==> src/hw/rtl/lfpd_pkg.sv <==
package lfpd_pkg;

  // fixed widths of the control arithmetic
  localparam int GAIN_W  = 8;
  localparam int POS_W   = 12;
  localparam int ERR_W   = 13;
  localparam int DIFF_W  = 14;
  localparam int TOTAL_W = 24;
  localparam int ACC_W   = 34;
  localparam int DRV_W   = 16;

  // reference position for the error, 7.5 in 1/256 units
  localparam logic [POS_W-1:0] MID_POS = 12'd1920;

endpackage

==> src/hw/rtl/lfpd_div.sv <==
module lfpd_div #(
  parameter int SUM_BITS = 7,
  parameter int CNT_BITS = 4
) (
  input  logic                     clk,
  input  logic                     rst,
  input  logic                     start,
  input  logic [SUM_BITS-1:0]      index_sum,
  input  logic [CNT_BITS-1:0]      hit_count,
  output logic                     done,
  output logic [SUM_BITS+8-1:0]    quotient
);

  localparam int DW    = SUM_BITS + 8;
  localparam int STEPW = $clog2(DW + 1);

  logic                busy;
  logic [STEPW-1:0]    steps;
  logic [DW-1:0]       dividend;
  logic [CNT_BITS-1:0] rem;
  logic [CNT_BITS:0]   trial;
  logic                fits;

  // one quotient bit per cycle, restoring
  assign trial = {rem, dividend[DW-1]};
  assign fits  = trial >= {1'b0, hit_count};

  always_ff @(posedge clk) begin
    if (rst) begin
      busy <= 1'b0;
      done <= 1'b0;
      steps <= '0;
    end else begin
      done <= 1'b0;
      if (start) begin
        busy     <= 1'b1;
        steps    <= STEPW'(DW);
        dividend <= {index_sum, 8'd0};
        rem      <= '0;
        quotient <= '0;
      end else if (busy) begin
        dividend <= dividend << 1;
        if (fits) begin
          rem <= CNT_BITS'(trial - {1'b0, hit_count});
        end else begin
          rem <= trial[CNT_BITS-1:0];
        end
        quotient <= {quotient[DW-2:0], fits};
        steps <= steps - STEPW'(1);
        if (steps == STEPW'(1)) begin
          busy <= 1'b0;
          done <= 1'b1;
        end
      end
    end
  end

endmodule

==> src/hw/rtl/lfpd_mac.sv <==
module lfpd_mac (
  input  logic                                  clk,
  input  logic                                  rst,
  input  logic                                  start,
  input  logic        [lfpd_pkg::GAIN_W-1:0]    gain_p,
  input  logic        [lfpd_pkg::GAIN_W-1:0]    gain_d,
  input  logic        [lfpd_pkg::GAIN_W-1:0]    gain_i,
  input  logic signed [lfpd_pkg::ERR_W-1:0]     err,
  input  logic signed [lfpd_pkg::DIFF_W-1:0]    diff,
  input  logic signed [lfpd_pkg::TOTAL_W-1:0]   total,
  output logic                                  done,
  output logic signed [lfpd_pkg::ACC_W-1:0]     acc
);

  localparam int BITW = $clog2(lfpd_pkg::GAIN_W);

  typedef enum logic [1:0] {PH_P, PH_D, PH_I} phase_t;

  phase_t                              phase;
  logic                                busy;
  logic [BITW-1:0]                     bit_cnt;
  logic [lfpd_pkg::GAIN_W-1:0]         mult;
  logic signed [lfpd_pkg::ACC_W-1:0]   op;

  // shift-add over the gain bits, one gain after the other
  always_ff @(posedge clk) begin
    if (rst) begin
      busy    <= 1'b0;
      done    <= 1'b0;
      phase   <= PH_P;
      bit_cnt <= '0;
    end else begin
      done <= 1'b0;
      if (start) begin
        busy    <= 1'b1;
        acc     <= '0;
        op      <= lfpd_pkg::ACC_W'(err);
        mult    <= gain_p;
        phase   <= PH_P;
        bit_cnt <= '0;
      end else if (busy) begin
        if (mult[0]) begin
          acc <= acc + op;
        end
        op      <= op <<< 1;
        mult    <= mult >> 1;
        bit_cnt <= bit_cnt + BITW'(1);
        if (bit_cnt == BITW'(lfpd_pkg::GAIN_W - 1)) begin
          case (phase)
            PH_P: begin
              op    <= lfpd_pkg::ACC_W'(diff);
              mult  <= gain_d;
              phase <= PH_D;
            end
            PH_D: begin
              op    <= lfpd_pkg::ACC_W'(total);
              mult  <= gain_i;
              phase <= PH_I;
            end
            default: begin
              busy <= 1'b0;
              done <= 1'b1;
            end
          endcase
        end
      end
    end
  end

endmodule

==> src/hw/rtl/line_follow_pd_controller.sv <==
// Line follower loop controller. Converter samples arrive one word at a time on the
// slave stream, SENSORS words to a scan in array order; a sample below the threshold
// register marks its sensor as on the line. Samples are taken only while the sequencer
// is idle; each but the last of a scan just adds to the running sums. The last starts
// the scan-end work: a bit-serial divider forms the centroid, then a shift-add unit
// forms the P, D and I products one gain bit per cycle, as the sequencer steps through
// its divide, update, multiply and drive states (a stop result skips the last two).
// The next scan's samples are still taken while a finished result waits on the master
// stream, and only the closing sample of a scan waits for it. A result carries both
// drives, the position and two flags; once more than settle_scans scans have passed
// since the last restart, an edge condition gives a stop result with zero drives and
// restarts the loop state. Configuration is written through a plain write port and
// must be changed only while the block is idle.
module line_follow_pd_controller #(
  parameter int SENSORS     = 13,
  parameter int SAMPLE_BITS = 10
) (
  input  logic                                 clk,
  input  logic                                 rst,
  // sample stream
  input  logic                                 s_tvalid,
  output logic                                 s_tready,
  input  logic [((SAMPLE_BITS+7)/8)*8-1:0]     s_tdata,   // sample
  // result stream
  output logic                                 m_tvalid,
  input  logic                                 m_tready,
  output logic [47:0]                          m_tdata,   // right_drive, left_drive, position
  output logic [1:0]                           m_tuser,   // line_seen, stop
  // configuration writes
  input  logic                                 cfg_wr_en,
  input  logic [2:0]                           cfg_index,
  input  logic [9:0]                           cfg_wr_data
);

  localparam int IDX_BITS = $clog2(SENSORS);
  localparam int CNT_BITS = $clog2(SENSORS + 1);
  localparam int SUM_BITS = $clog2(SENSORS * (SENSORS - 1) / 2 + 1);
  localparam int QW_RAW   = SUM_BITS + 8;
  localparam int QW       = (QW_RAW > lfpd_pkg::POS_W) ? QW_RAW : lfpd_pkg::POS_W;
  localparam int CMP_W    = (SAMPLE_BITS > 10) ? SAMPLE_BITS : 10;
  localparam int PID_W    = lfpd_pkg::ACC_W - 8;
  localparam int WIDE_W   = PID_W + 1;
  localparam logic [IDX_BITS-1:0] LAST_IDX = IDX_BITS'(SENSORS - 1);

  // register indexes
  localparam logic [2:0] REG_THRESHOLD  = 3'd0;
  localparam logic [2:0] REG_GAIN_P     = 3'd1;
  localparam logic [2:0] REG_GAIN_D     = 3'd2;
  localparam logic [2:0] REG_GAIN_I     = 3'd3;
  localparam logic [2:0] REG_BASE_SPEED = 3'd4;
  localparam logic [2:0] REG_EXIT_MODE  = 3'd5;
  localparam logic [2:0] REG_SETTLE     = 3'd6;

  localparam logic [9:0] SCAN_MAX = 10'd1023;
  localparam logic signed [lfpd_pkg::TOTAL_W-1:0] TOTAL_MAX = 24'sh7FFFFF;
  localparam logic signed [lfpd_pkg::TOTAL_W-1:0] TOTAL_MIN = -24'sh800000;

  typedef enum logic [2:0] {ST_IDLE, ST_DIVIDE, ST_UPDATE, ST_MAC, ST_DRIVE} state_t;

  // configuration
  logic [9:0]                  threshold;
  logic [lfpd_pkg::GAIN_W-1:0] gain_p;
  logic [lfpd_pkg::GAIN_W-1:0] gain_d;
  logic [lfpd_pkg::GAIN_W-1:0] gain_i;
  logic [9:0]                  base_speed;
  logic                        exit_mode;
  logic [9:0]                  settle_scans;

  // scan accumulation
  logic [IDX_BITS-1:0]         sensor_index;
  logic [SUM_BITS-1:0]         index_sum;
  logic [CNT_BITS-1:0]         hit_count;
  logic [1:0]                  edge_flags;

  // snapshot of a finished scan
  logic [SUM_BITS-1:0]         scan_sum;
  logic [CNT_BITS-1:0]         scan_cnt;
  logic [1:0]                  scan_edge;

  // loop state
  logic [lfpd_pkg::POS_W-1:0]          held_position;
  logic signed [lfpd_pkg::ERR_W-1:0]   previous_error;
  logic signed [lfpd_pkg::TOTAL_W-1:0] error_total;
  logic [9:0]                          scan_count;
  logic signed [lfpd_pkg::DIFF_W-1:0]  err_diff;

  state_t state;
  logic   div_start;
  logic   div_done;
  logic   mac_start;
  logic   mac_done;
  logic [QW_RAW-1:0]                 quotient;
  logic signed [lfpd_pkg::ACC_W-1:0] acc;

  // result register
  logic signed [lfpd_pkg::DRV_W-1:0] right_drive;
  logic signed [lfpd_pkg::DRV_W-1:0] left_drive;
  logic [lfpd_pkg::POS_W-1:0]        position;
  logic                              line_seen;
  logic                              stop;

  // sample side
  logic [SAMPLE_BITS-1:0] sample;
  logic                   hit;
  logic                   in_accept;
  logic [SUM_BITS-1:0]    sum_next;
  logic [CNT_BITS-1:0]    cnt_next;
  logic [1:0]             edge_next;

  assign sample    = s_tdata[SAMPLE_BITS-1:0];
  assign hit       = CMP_W'(sample) < CMP_W'(threshold);
  // the closing sample of a scan waits until the result slot is free
  assign s_tready  = (state == ST_IDLE) && !(m_tvalid && (sensor_index == LAST_IDX));
  assign in_accept = s_tvalid && s_tready;

  always_comb begin
    sum_next  = index_sum;
    cnt_next  = hit_count;
    edge_next = edge_flags;
    if (hit) begin
      sum_next = index_sum + SUM_BITS'(sensor_index);
      cnt_next = hit_count + CNT_BITS'(1);
      if (sensor_index == '0) begin
        edge_next[0] = 1'b1;
      end
      if (sensor_index == LAST_IDX) begin
        edge_next[1] = 1'b1;
      end
    end
  end

  // scan end values
  logic [QW-1:0]                        quot_ext;
  logic                                 seen;
  logic [lfpd_pkg::POS_W-1:0]           pos_new;
  logic                                 edge_hit;
  logic                                 exit_now;
  logic signed [lfpd_pkg::ERR_W-1:0]    err_new;
  logic signed [lfpd_pkg::TOTAL_W:0]    total_sum;
  logic signed [lfpd_pkg::TOTAL_W-1:0]  total_next;

  assign quot_ext = QW'(quotient);
  assign seen     = scan_cnt != '0;
  assign pos_new  = seen ? quot_ext[lfpd_pkg::POS_W-1:0] : held_position;
  assign edge_hit = exit_mode ? (scan_edge != 2'b00) : (scan_edge == 2'b11);
  assign exit_now = (scan_count > settle_scans) && edge_hit;
  assign err_new  = $signed({1'b0, pos_new}) - $signed({1'b0, lfpd_pkg::MID_POS});
  assign total_sum = (lfpd_pkg::TOTAL_W + 1)'(error_total)
                   + (lfpd_pkg::TOTAL_W + 1)'(err_new);

  // saturating integral
  always_comb begin
    if (total_sum[lfpd_pkg::TOTAL_W] != total_sum[lfpd_pkg::TOTAL_W-1]) begin
      total_next = total_sum[lfpd_pkg::TOTAL_W] ? TOTAL_MIN : TOTAL_MAX;
    end else begin
      total_next = total_sum[lfpd_pkg::TOTAL_W-1:0];
    end
  end

  // pid value, truncated toward zero, and the two clamped drives
  logic signed [lfpd_pkg::ACC_W-1:0] acc_adj;
  logic signed [PID_W-1:0]           pid;
  logic signed [WIDE_W-1:0]          base_wide;
  logic signed [WIDE_W-1:0]          right_wide;
  logic signed [WIDE_W-1:0]          left_wide;

  assign acc_adj    = acc[lfpd_pkg::ACC_W-1] ? acc + lfpd_pkg::ACC_W'(255) : acc;
  assign pid        = acc_adj[lfpd_pkg::ACC_W-1:8];
  assign base_wide  = $signed({{(WIDE_W-10){1'b0}}, base_speed});
  assign right_wide = base_wide - WIDE_W'(pid);
  assign left_wide  = base_wide + WIDE_W'(pid);

  function automatic logic signed [lfpd_pkg::DRV_W-1:0] sat16(
    input logic signed [WIDE_W-1:0] v
  );
    logic signed [lfpd_pkg::DRV_W-1:0] r;
    if (v > WIDE_W'(32767)) begin
      r = 16'sh7FFF;
    end else if (v < -WIDE_W'(32768)) begin
      r = -16'sh8000;
    end else begin
      r = v[lfpd_pkg::DRV_W-1:0];
    end
    return r;
  endfunction

  // configuration writes, unknown indexes ignored
  always_ff @(posedge clk) begin
    if (rst) begin
      threshold    <= 10'd500;
      gain_p       <= 8'd20;
      gain_d       <= 8'd10;
      gain_i       <= 8'd0;
      base_speed   <= 10'd0;
      exit_mode    <= 1'b0;
      settle_scans <= 10'd400;
    end else if (cfg_wr_en) begin
      case (cfg_index)
        REG_THRESHOLD:  threshold    <= cfg_wr_data;
        REG_GAIN_P:     gain_p       <= cfg_wr_data[7:0];
        REG_GAIN_D:     gain_d       <= cfg_wr_data[7:0];
        REG_GAIN_I:     gain_i       <= cfg_wr_data[7:0];
        REG_BASE_SPEED: base_speed   <= cfg_wr_data;
        REG_EXIT_MODE:  exit_mode    <= cfg_wr_data[0];
        REG_SETTLE:     settle_scans <= cfg_wr_data;
        default: ;
      endcase
    end
  end

  // sequencer, loop state and result register
  always_ff @(posedge clk) begin
    if (rst) begin
      state          <= ST_IDLE;
      div_start      <= 1'b0;
      mac_start      <= 1'b0;
      m_tvalid       <= 1'b0;
      sensor_index   <= '0;
      index_sum      <= '0;
      hit_count      <= '0;
      edge_flags     <= 2'b00;
      held_position  <= lfpd_pkg::MID_POS;
      previous_error <= '0;
      error_total    <= '0;
      scan_count     <= '0;
    end else begin
      div_start <= 1'b0;
      mac_start <= 1'b0;
      if (m_tvalid && m_tready) begin
        m_tvalid <= 1'b0;
      end
      case (state)
        ST_IDLE: begin
          if (in_accept) begin
            if (sensor_index == LAST_IDX) begin
              // close the scan and start the centroid divide
              scan_sum     <= sum_next;
              scan_cnt     <= cnt_next;
              scan_edge    <= edge_next;
              sensor_index <= '0;
              index_sum    <= '0;
              hit_count    <= '0;
              edge_flags   <= 2'b00;
              div_start    <= 1'b1;
              state        <= ST_DIVIDE;
            end else begin
              sensor_index <= sensor_index + IDX_BITS'(1);
              index_sum    <= sum_next;
              hit_count    <= cnt_next;
              edge_flags   <= edge_next;
            end
          end
        end
        ST_DIVIDE: begin
          if (div_done) begin
            state <= ST_UPDATE;
          end
        end
        ST_UPDATE: begin
          position  <= pos_new;
          line_seen <= seen;
          if (exit_now) begin
            // stop word: drives zero, loop state restarts
            right_drive    <= '0;
            left_drive     <= '0;
            stop           <= 1'b1;
            m_tvalid       <= 1'b1;
            held_position  <= lfpd_pkg::MID_POS;
            previous_error <= '0;
            error_total    <= '0;
            scan_count     <= '0;
            state          <= ST_IDLE;
          end else begin
            if (scan_count < SCAN_MAX) begin
              scan_count <= scan_count + 10'd1;
            end
            held_position  <= pos_new;
            err_diff       <= lfpd_pkg::DIFF_W'(err_new) - lfpd_pkg::DIFF_W'(previous_error);
            previous_error <= err_new;
            error_total    <= total_next;
            mac_start      <= 1'b1;
            state          <= ST_MAC;
          end
        end
        ST_MAC: begin
          if (mac_done) begin
            state <= ST_DRIVE;
          end
        end
        ST_DRIVE: begin
          right_drive <= sat16(right_wide);
          left_drive  <= sat16(left_wide);
          stop        <= 1'b0;
          m_tvalid    <= 1'b1;
          state       <= ST_IDLE;
        end
        default: state <= ST_IDLE;
      endcase
    end
  end

  // centroid divide
  lfpd_div #(
    .SUM_BITS (SUM_BITS),
    .CNT_BITS (CNT_BITS)
  ) u_div (
    .clk       (clk),
    .rst       (rst),
    .start     (div_start),
    .index_sum (scan_sum),
    .hit_count (scan_cnt),
    .done      (div_done),
    .quotient  (quotient)
  );

  // p, d and i products; operands are registered together with start
  lfpd_mac u_mac (
    .clk    (clk),
    .rst    (rst),
    .start  (mac_start),
    .gain_p (gain_p),
    .gain_d (gain_d),
    .gain_i (gain_i),
    .err    (previous_error),
    .diff   (err_diff),
    .total  (error_total),
    .done   (mac_done),
    .acc    (acc)
  );

  assign m_tdata = {4'd0, position, left_drive, right_drive};
  assign m_tuser = {stop, line_seen};

  // checks
  a_index_range: assert property (@(posedge clk) disable iff (rst)
    sensor_index <= LAST_IDX)
    else $error("sensor index past the last sensor");

  a_scan_end_slot: assert property (@(posedge clk) disable iff (rst)
    (in_accept && sensor_index == LAST_IDX) |-> !m_tvalid)
    else $error("scan closed while a result word is still waiting");

  a_div_done_state: assert property (@(posedge clk) disable iff (rst)
    div_done |-> state == ST_DIVIDE)
    else $error("divider finished outside the divide step");

  a_stop_zero: assert property (@(posedge clk) disable iff (rst)
    (m_tvalid && stop) |-> (right_drive == '0 && left_drive == '0))
    else $error("stop word with non-zero drive");

  a_stop_clears: assert property (@(posedge clk) disable iff (rst)
    ($rose(m_tvalid) && stop) |-> (scan_count == '0 && error_total == '0))
    else $error("loop state not cleared on stop");

endmodule

==> config.mk <==
export PLATFORM = sky130hd
export DESIGN_NAME = line_follow_pd_controller
export DESIGN_NICKNAME = d
export VERILOG_FILES = /design/src/hw/rtl/lfpd_pkg.sv /design/src/hw/rtl/lfpd_div.sv /design/src/hw/rtl/lfpd_mac.sv /design/src/hw/rtl/line_follow_pd_controller.sv
export SDC_FILE = /design/constraint.sdc
export NUM_CORES = 1
export LEC_CHECK = 0
export BUFFER_PORTS_ARGS = -buffer_cell sky130_fd_sc_hd__clkbuf_2
export CORE_ASPECT_RATIO = 1.25
export CORE_UTILIZATION = 35
export CTS_CLUSTER_SIZE = 25
export DETAILED_ROUTE_END_ITERATION = 8
export GPL_ROUTABILITY_DRIVEN = 0
export SKIP_CTS_REPAIR_TIMING = 1
export SYNTH_ARGS = -nofsm -noshare
export SYNTH_HDL_FRONTEND = slang
export SYNTH_SLANG_ARGS = --single-unit
==> constraint.sdc <==
create_clock -name clk -period 6.85 [get_ports clk]
set_input_delay 1.37 -clock clk [delete_from_list [all_inputs] [get_ports clk]]
set_output_delay 1.37 -clock clk [all_outputs]
set_load 0.01 [all_outputs]
Word level (Yosys, flattened, before mapping):

Index checks and enable logic that the tools add are counted.

* bitwise operators: 8
* muxes and demuxes: 66
* div/mod/pow operators: 0
* shift operators: 0
* add/subtract/negate cells: 14
* eq/ne operators: 21
* multiply operators: 0
* $lt $le $gt $ge: 8
* reduce and logical (&&, ||, !) cells: 42

Operators with widths (count)
* two-way mux 34 bit: 6
* two-way mux 16 bit: 5
* two-way mux 24 bit: 3
* case mux 34 bit (2 select lines): 1
* case mux 16 bit (2 select lines): 2
* greater-than comparator 27 x 16 -> 1 bit (second input constant): 2
* < comparator 27 x 16 -> 1 bit (second input constant): 2
* two-way mux 12 bit: 3
* adder 34 bit: 1
* adder 34 x 9 -> 34 bit (second input constant): 1
* two-way mux 15 bit: 2
* two-way mux 4 bit: 7
* adder 11 x 26 -> 27 bit: 1
* subtractor 11 x 26 -> 27 bit: 1
* adder 24 x 13 -> 25 bit: 1
* two-way mux 8 bit: 3
* AND reduction 2 bit: 12
* two-way mux 10 bit: 2
* two-way mux 1 bit: 17
* case mux 8 bit (2 select lines): 1
* == test 3 bit (second input constant): 5
* two-way mux 7 bit: 2
* nonzero test 2 bit: 7
* subtractor 13 x 13 -> 14 bit: 1
* 38 further kinds: 71

* register bits after elaboration: 329
* input bits: 34
* latch bits: 0
* memory bits (read-only): 0
* RAM bits: 0
* output and inout port bits: 52
* memories: 0
* word-level logic and storage cells: 201

Longest topological paths before layout:

* depth after elaboration: 7
* mapped depth: 20

Cells and area by module:

A second synthesis with hierarchy kept.

* cells, all modules: 2172
* area, all modules: 19952.9 um2

By module, submodules not included
* line_follow_pd_controller: seq. area each 4794.6 um2, cells each 1452, area an instance 12767.2 um2, instances 1
* lfpd_mac: seq. area each 2422.3 um2, cells each 604, area an instance 5654.2 um2, instances 1
* lfpd_div: seq. area each 900.9 um2, cells each 116, area an instance 1531.5 um2, instances 1

Worst setup path after synthesis:

Ideal clock, no wire load.

* path type: register -> register
* start point: register scan_cnt[1]
* end point: register error_total[10] (netlist name)
* arrival: 5.005 ns
* data required time: 6.724 ns
* setup time: 0.126 ns
* stages on the path, launching flop included: 17
* setup slack: 1.719 ns
* cell sequence: edfxtp_1 > nor4_1 > clkbuf_1 > mux2i_1 > nor3_1 > a21oi_1 > ha_1 > a21o_1 > a21oi_1 > o31ai_1 > a31o_2 > a311o_1 > a211oi_1 > nand2_1 > o211ai_1 > buf_2 > a22oi_1

* word-level cells in the longest chain between the ends: 7
* elaborated cells between the ends (all ways): 8
* classes of those cells: add/sub: 2; eq/ne: 1; mux: 4; reduce/logical: 1

Ends and longest elaborated chain
* start: declaration: line line_follow_pd_controller.sv:77 `logic [CNT_BITS-1:0] scan_cnt;`
* start signal: assignment: line line_follow_pd_controller.sv:238 `scan_cnt <= cnt_next;`
* nonzero test 4 bit (*): line line_follow_pd_controller.sv:143 `assign seen = scan_cnt != '0;`
* two-way mux 12 bit (*): line line_follow_pd_controller.sv:144 `assign pos_new = seen ? quot_ext[lfpd_pkg::POS_W-1:0] : held_position;`
* subtractor 12 x 11 -> 13 bit (*): line line_follow_pd_controller.sv:147 `assign err_new = $signed({1'b0, pos_new}) - $signed({1'b0, lfpd_pkg::MID_POS});`
* adder 24 x 13 -> 25 bit (*): line line_follow_pd_controller.sv:149 `+ (lfpd_pkg::TOTAL_W + 1)'(err_new);`
* two-way mux 24 bit or != test 1 bit (tied branches): line line_follow_pd_controller.sv:154, line_follow_pd_controller.sv:153
* two-way mux 24 bit (*): line line_follow_pd_controller.sv:153 `if (total_sum[lfpd_pkg::TOTAL_W] != total_sum[lfpd_pkg::TOTAL_W-1]) begin`
* two-way mux 24 bit (*): line line_follow_pd_controller.sv:262 `if (exit_now) begin`
* end signal: assignment: line line_follow_pd_controller.sv:280 `error_total <= total_next;`
* end: declaration: line line_follow_pd_controller.sv:83 `logic signed [lfpd_pkg::TOTAL_W-1:0] error_total;`

Every way passes the cells marked *; elsewhere a longest branch is shown, timed or not.
A chain may end at the register's enable or synchronous reset.

Worst setup path after layout:

* start point: register scan_cnt[1]
* end point: register error_total[11] (netlist name)

* word-level cells in the longest chain between the ends: 7
* elaborated cells between the ends (all ways): 8
* classes of those cells: add/sub: 2; eq/ne: 1; mux: 4; reduce/logical: 1

Ends and longest elaborated chain
* nonzero test 4 bit (*): line line_follow_pd_controller.sv:143
* two-way mux 12 bit (*): line line_follow_pd_controller.sv:144
* net pos_new, one bit: line line_follow_pd_controller.sv:135 `logic [lfpd_pkg::POS_W-1:0] pos_new;`
* subtractor 12 x 11 -> 13 bit (*): line line_follow_pd_controller.sv:147
* adder 24 x 13 -> 25 bit (*): line line_follow_pd_controller.sv:149
* two-way mux 24 bit or != test 1 bit (tied branches): line line_follow_pd_controller.sv:154, line_follow_pd_controller.sv:153
* two-way mux 24 bit (*): line line_follow_pd_controller.sv:153
* two-way mux 24 bit (*): line line_follow_pd_controller.sv:262

The timed path passes the listed nets; every way through them passes the cells marked *.

==> metrics <==
CP max FO=14; DPL Wire Length=approximately 32000 µm; Synth Flop Type=edfxtp_1; pin count of the biggest net entering global routing=75; critical path launch point type=flop; power per cell area=~200 nW/µm²; GRT overflow=0; Hold Fails Final Rpt=0; CP max stage cell=nor4_2; area of the die=55550 µm²; Max Slew Vio Count=0; adder-cell share of the synthesized area=~9%; Worst Hold Slack=roughly 0.46 ns; n_diodes=0; Ys Warns=0; DR vias=14740; mux cell area share after synthesis=under 10%; Min-Delay Path Class=flop to flop; Cell Count, Final, Fillers Out=around 2900; Root Buffer=clkbuf_16; later-pin clock latency in the skew report=around 0.56 ns; setup TNS after final layout=0 ns; simple-gate share of the synthesized area=approximately 17%; worst path cell trace=nor4_2, buf_4, mux2i_1, inv_1, ha_1, xnor2_1, ha_1, or3_1, o31ai_1, o31ai_1, a31o_2, a311o_1, a211oi_1, nor3b_1, nor2b_1, buf_4, a22oi_1; Synth Instances=approximately 2000; CP max stage delay=about 0.70 ns; Final Core Density=roughly two fifths; # DRC=0; Die Y-Extent=between 200 and 300 µm; Initial Utilization=35.49%; P&R area growth vs syn=12.45%; period utilization=87.75%; Crit path arrival time=between 6 and 7 ns; nets=roughly 2300; Routed wire per std cell=~15 µm; reg2reg start=scan_cnt[1]; final WL=44030 µm; sequential-to-total area share from yosys stat=42.00%; TritonRoute pass-1 iters=6; GRT Total Usage=between 15 and 20%; Hold Path Origin=gain_p[6]; RSZ-0062 raised after global routing=no; DRT antenna net count=0; Unique masters post-synth=92; Iter 0 DRT Violations=about 850; Cells on Worst Hold Path=2; largest family of logic cells by synthesized area=compound AO/OA/AOI/OAI gates; Worst R2R Path Depth=17; share of cells above drive strength 1=a little under an eighth; Worst-path clk slew=0.06 ns; first-pass GRT wire length=between 70000 and 80000 µm; Rows=95; Final setup viols=0; peak supply drop=0.1400 mV; Crit Path Category=flop to flop; Yosys reg bits=315; number of buffers created by CTS=38; post-synthesis compound-gate area fraction=between 10% and 20%; Hold EP=gain_p[6]; worst rel slew slack=between 20 and 25%; width of the die=approximately 210 µm; max_cap viols=0; number of global-route vias before repair=between 10000 and 15000; Worst-Margin Slew=between 1 and 1.5 ns; Data required, critical path=between 7 and 8 ns; fillers=5231; Bufs on Longest Clock Path=3; CTS tree=built; vias per inst=approximately 5.2; Placed Cells=approximately 2800; Async S/R FF share, synth=0%; Post-Synth XOR/XNOR Area=under 10%; core area=approximately 54000 µm²; Setup Skew=0.01729 ns; EDFF count, synth=172; initial antenna violation count=0; Max Clock Freq=166.4 MHz; Avg Cell Area, Syn=between 9 and 10 µm²; # IOs=86; Setup crit end kind=flop; status=complete, no violations; R2R setup slack=0.84 ns; fin crit period=6.011 ns; Post-Synthesis Cell Area=19110 µm²; Leak Pwr=between 8 and 9 nW; # clock sinks=roughly 320; FF-to-FF End=error_total[11]; H-tree levels=2; IO buf count=75
worst max-delay path, delay by kind of cell, from the launching register on:
family	cells	cell delay, ns
XOR/XNOR	1	0.19
multiplexers	1	0.30
buffers and inverters	3	0.75
AND/OR/NAND/NOR	4	1.61
AO/OA/AOI/OAI	6	2.07
adder cells (fa/ha/maj)	2	0.49
flip-flops	1	0.45
per-layer routing:
metal	part of all wire [%]	routed length, µm	vias up	global-route usage, %
met4	2.7	1173	0	6.110
met2	50	22030	212	28.53
met3	3.3	1436	73	2.195
met1	44	19390	7022	19.43
li1	-	-	7436	-
met5	0	0	-	0
report_power, final:
part           internal [mW]  switching, mW
Combinational          0.101          0.166
Sequential              2.02         0.0279
Clock                   1.27          0.823
registers in the layout, summed over array words and instances (netlist names), 8 cells and up:
register and count:
u_mac.mult 8, err_diff 14, u_mac.acc 34, u_mac.op 34, gain_i 8, position 12, left_drive 16, error_total 24
gain_p 8, held_position 12, base_speed 10, threshold 10, u_div.quotient 12, settle_scans 10, right_drive 16, gain_d 8
scan_count 10
cell families after synthesis:
kind of cell,after synthesis
DFF,315
other,1
adders and majority gates,137
buffers and inverters,196
muxes,58
xor gates and xnor gates,121
AOI/OAI and AO/OA,552
and+or+nand+nor,667
how the worst max path moves through the flow:
| stage | from | to | slack (ns) | cells after the start |
|---|---|---|---|---|
| global placement | scan_cnt[1] | error_total[11] | 1.03 | 17 |
| detailed placement | scan_cnt[1] | error_total[11] | 0.89 | 17 |
| finish | scan_cnt[1] | error_total[11] | 0.84 | 17 |
| floorplan | scan_cnt[1] | error_total[10] | 1.72 | 16 |
| global route | scan_cnt[1] | error_total[11] | 0.38 | 17 |
| CTS | scan_cnt[1] | error_total[11] | 0.86 | 17 |
cells in the mapped netlist (5+ instances only):
cell	count	area (µm²)
and2_1	14	87.58
fa_1	7	140.1
nor2b_1	40	250.2
nor4b_1	5	43.79
nor3_1	37	185.2
a21o_1	48	360.4
nor3b_1	5	37.54
mux2i_1	37	370.4
nand3_1	29	145.1
buf_2	8	40.04
xor2_1	48	420.4
o21bai_1	9	67.56
o21ai_0	95	475.5
or4_1	6	45.04
a211oi_1	11	82.58
or2_2	7	43.79
nor2_1	196	735.7
buf_1	5	18.77
xnor2_1	70	613.1
o21ai_1	16	80.08
dfxtp_1	143	2863
ha_1	130	1627
nand2_1	222	833.3
a31oi_1	16	100.1
a21oi_1	184	920.9
a21boi_0	9	67.56
mux2_2	20	225.2
nand4_1	11	68.82
edfxtp_1	172	5165
buf_4	7	52.55
clkbuf_1	68	255.2
or3_1	15	93.84
o31ai_1	21	157.7
o211ai_1	16	120.1
a211o_1	8	70.07
a31o_2	5	43.79
a2111oi_0	6	52.55
o21ai_2	20	175.2
inv_1	104	390.4
nand2b_1	19	118.9
and3_1	12	75.07
o21a_1	19	142.6
a22oi_1	27	202.7
nor4_1	10	62.56
nand3b_1	11	82.58
metrics by stage:
stage	total power [mW]	cell area (µm²)	worst slack (ns)
3_3_place_gp	2.344	20190	1.030
4_1_cts	4.459	21490	0.8648
3_5_place_dp	2.352	20190	0.8943
6_report	4.400	21490	0.8392
2_1_floorplan	2.275	19120	1.719
5_1_grt	4.573	21490	0.3764
final cells by class:
class	instances	area, µm²	share of cell area, %
flip-flops and latches	315	8030	37.37
inverters	104	390.4	1.816
well taps	727	909.6	4.233
repair buffers	95	528.0	2.457
multi-input cells	1539	10330	48.09
clock buffers	47	1027	4.780
clock inverters	23	270.3	1.258
layout by cell type, fill, tap and decap left out, drive strengths merged, types with 8 or more instances in the layout:
cell / count
buf: 21
o21a: 19
inv: 108
o21ai: 131
a22oi: 27
a21boi: 10
nor3: 38
xor2: 48
mux2: 21
and3: 13
a31oi: 17
dfxtp: 143
nor2b: 40
nand2: 223
a21o: 48
nand3: 29
nor2: 196
clkbuf: 121
nor4: 16
or3: 16
nand4: 12
o31ai: 23
a21oi: 185
clkinv: 11
a211oi: 11
mux2i: 37
ha: 130
edfxtp: 172
nand2b: 19
a211o: 8
o21bai: 9
or4: 8
xnor2: 73
and2: 16
nand3b: 11
o211ai: 17
(Power assumes the default switching activity.)
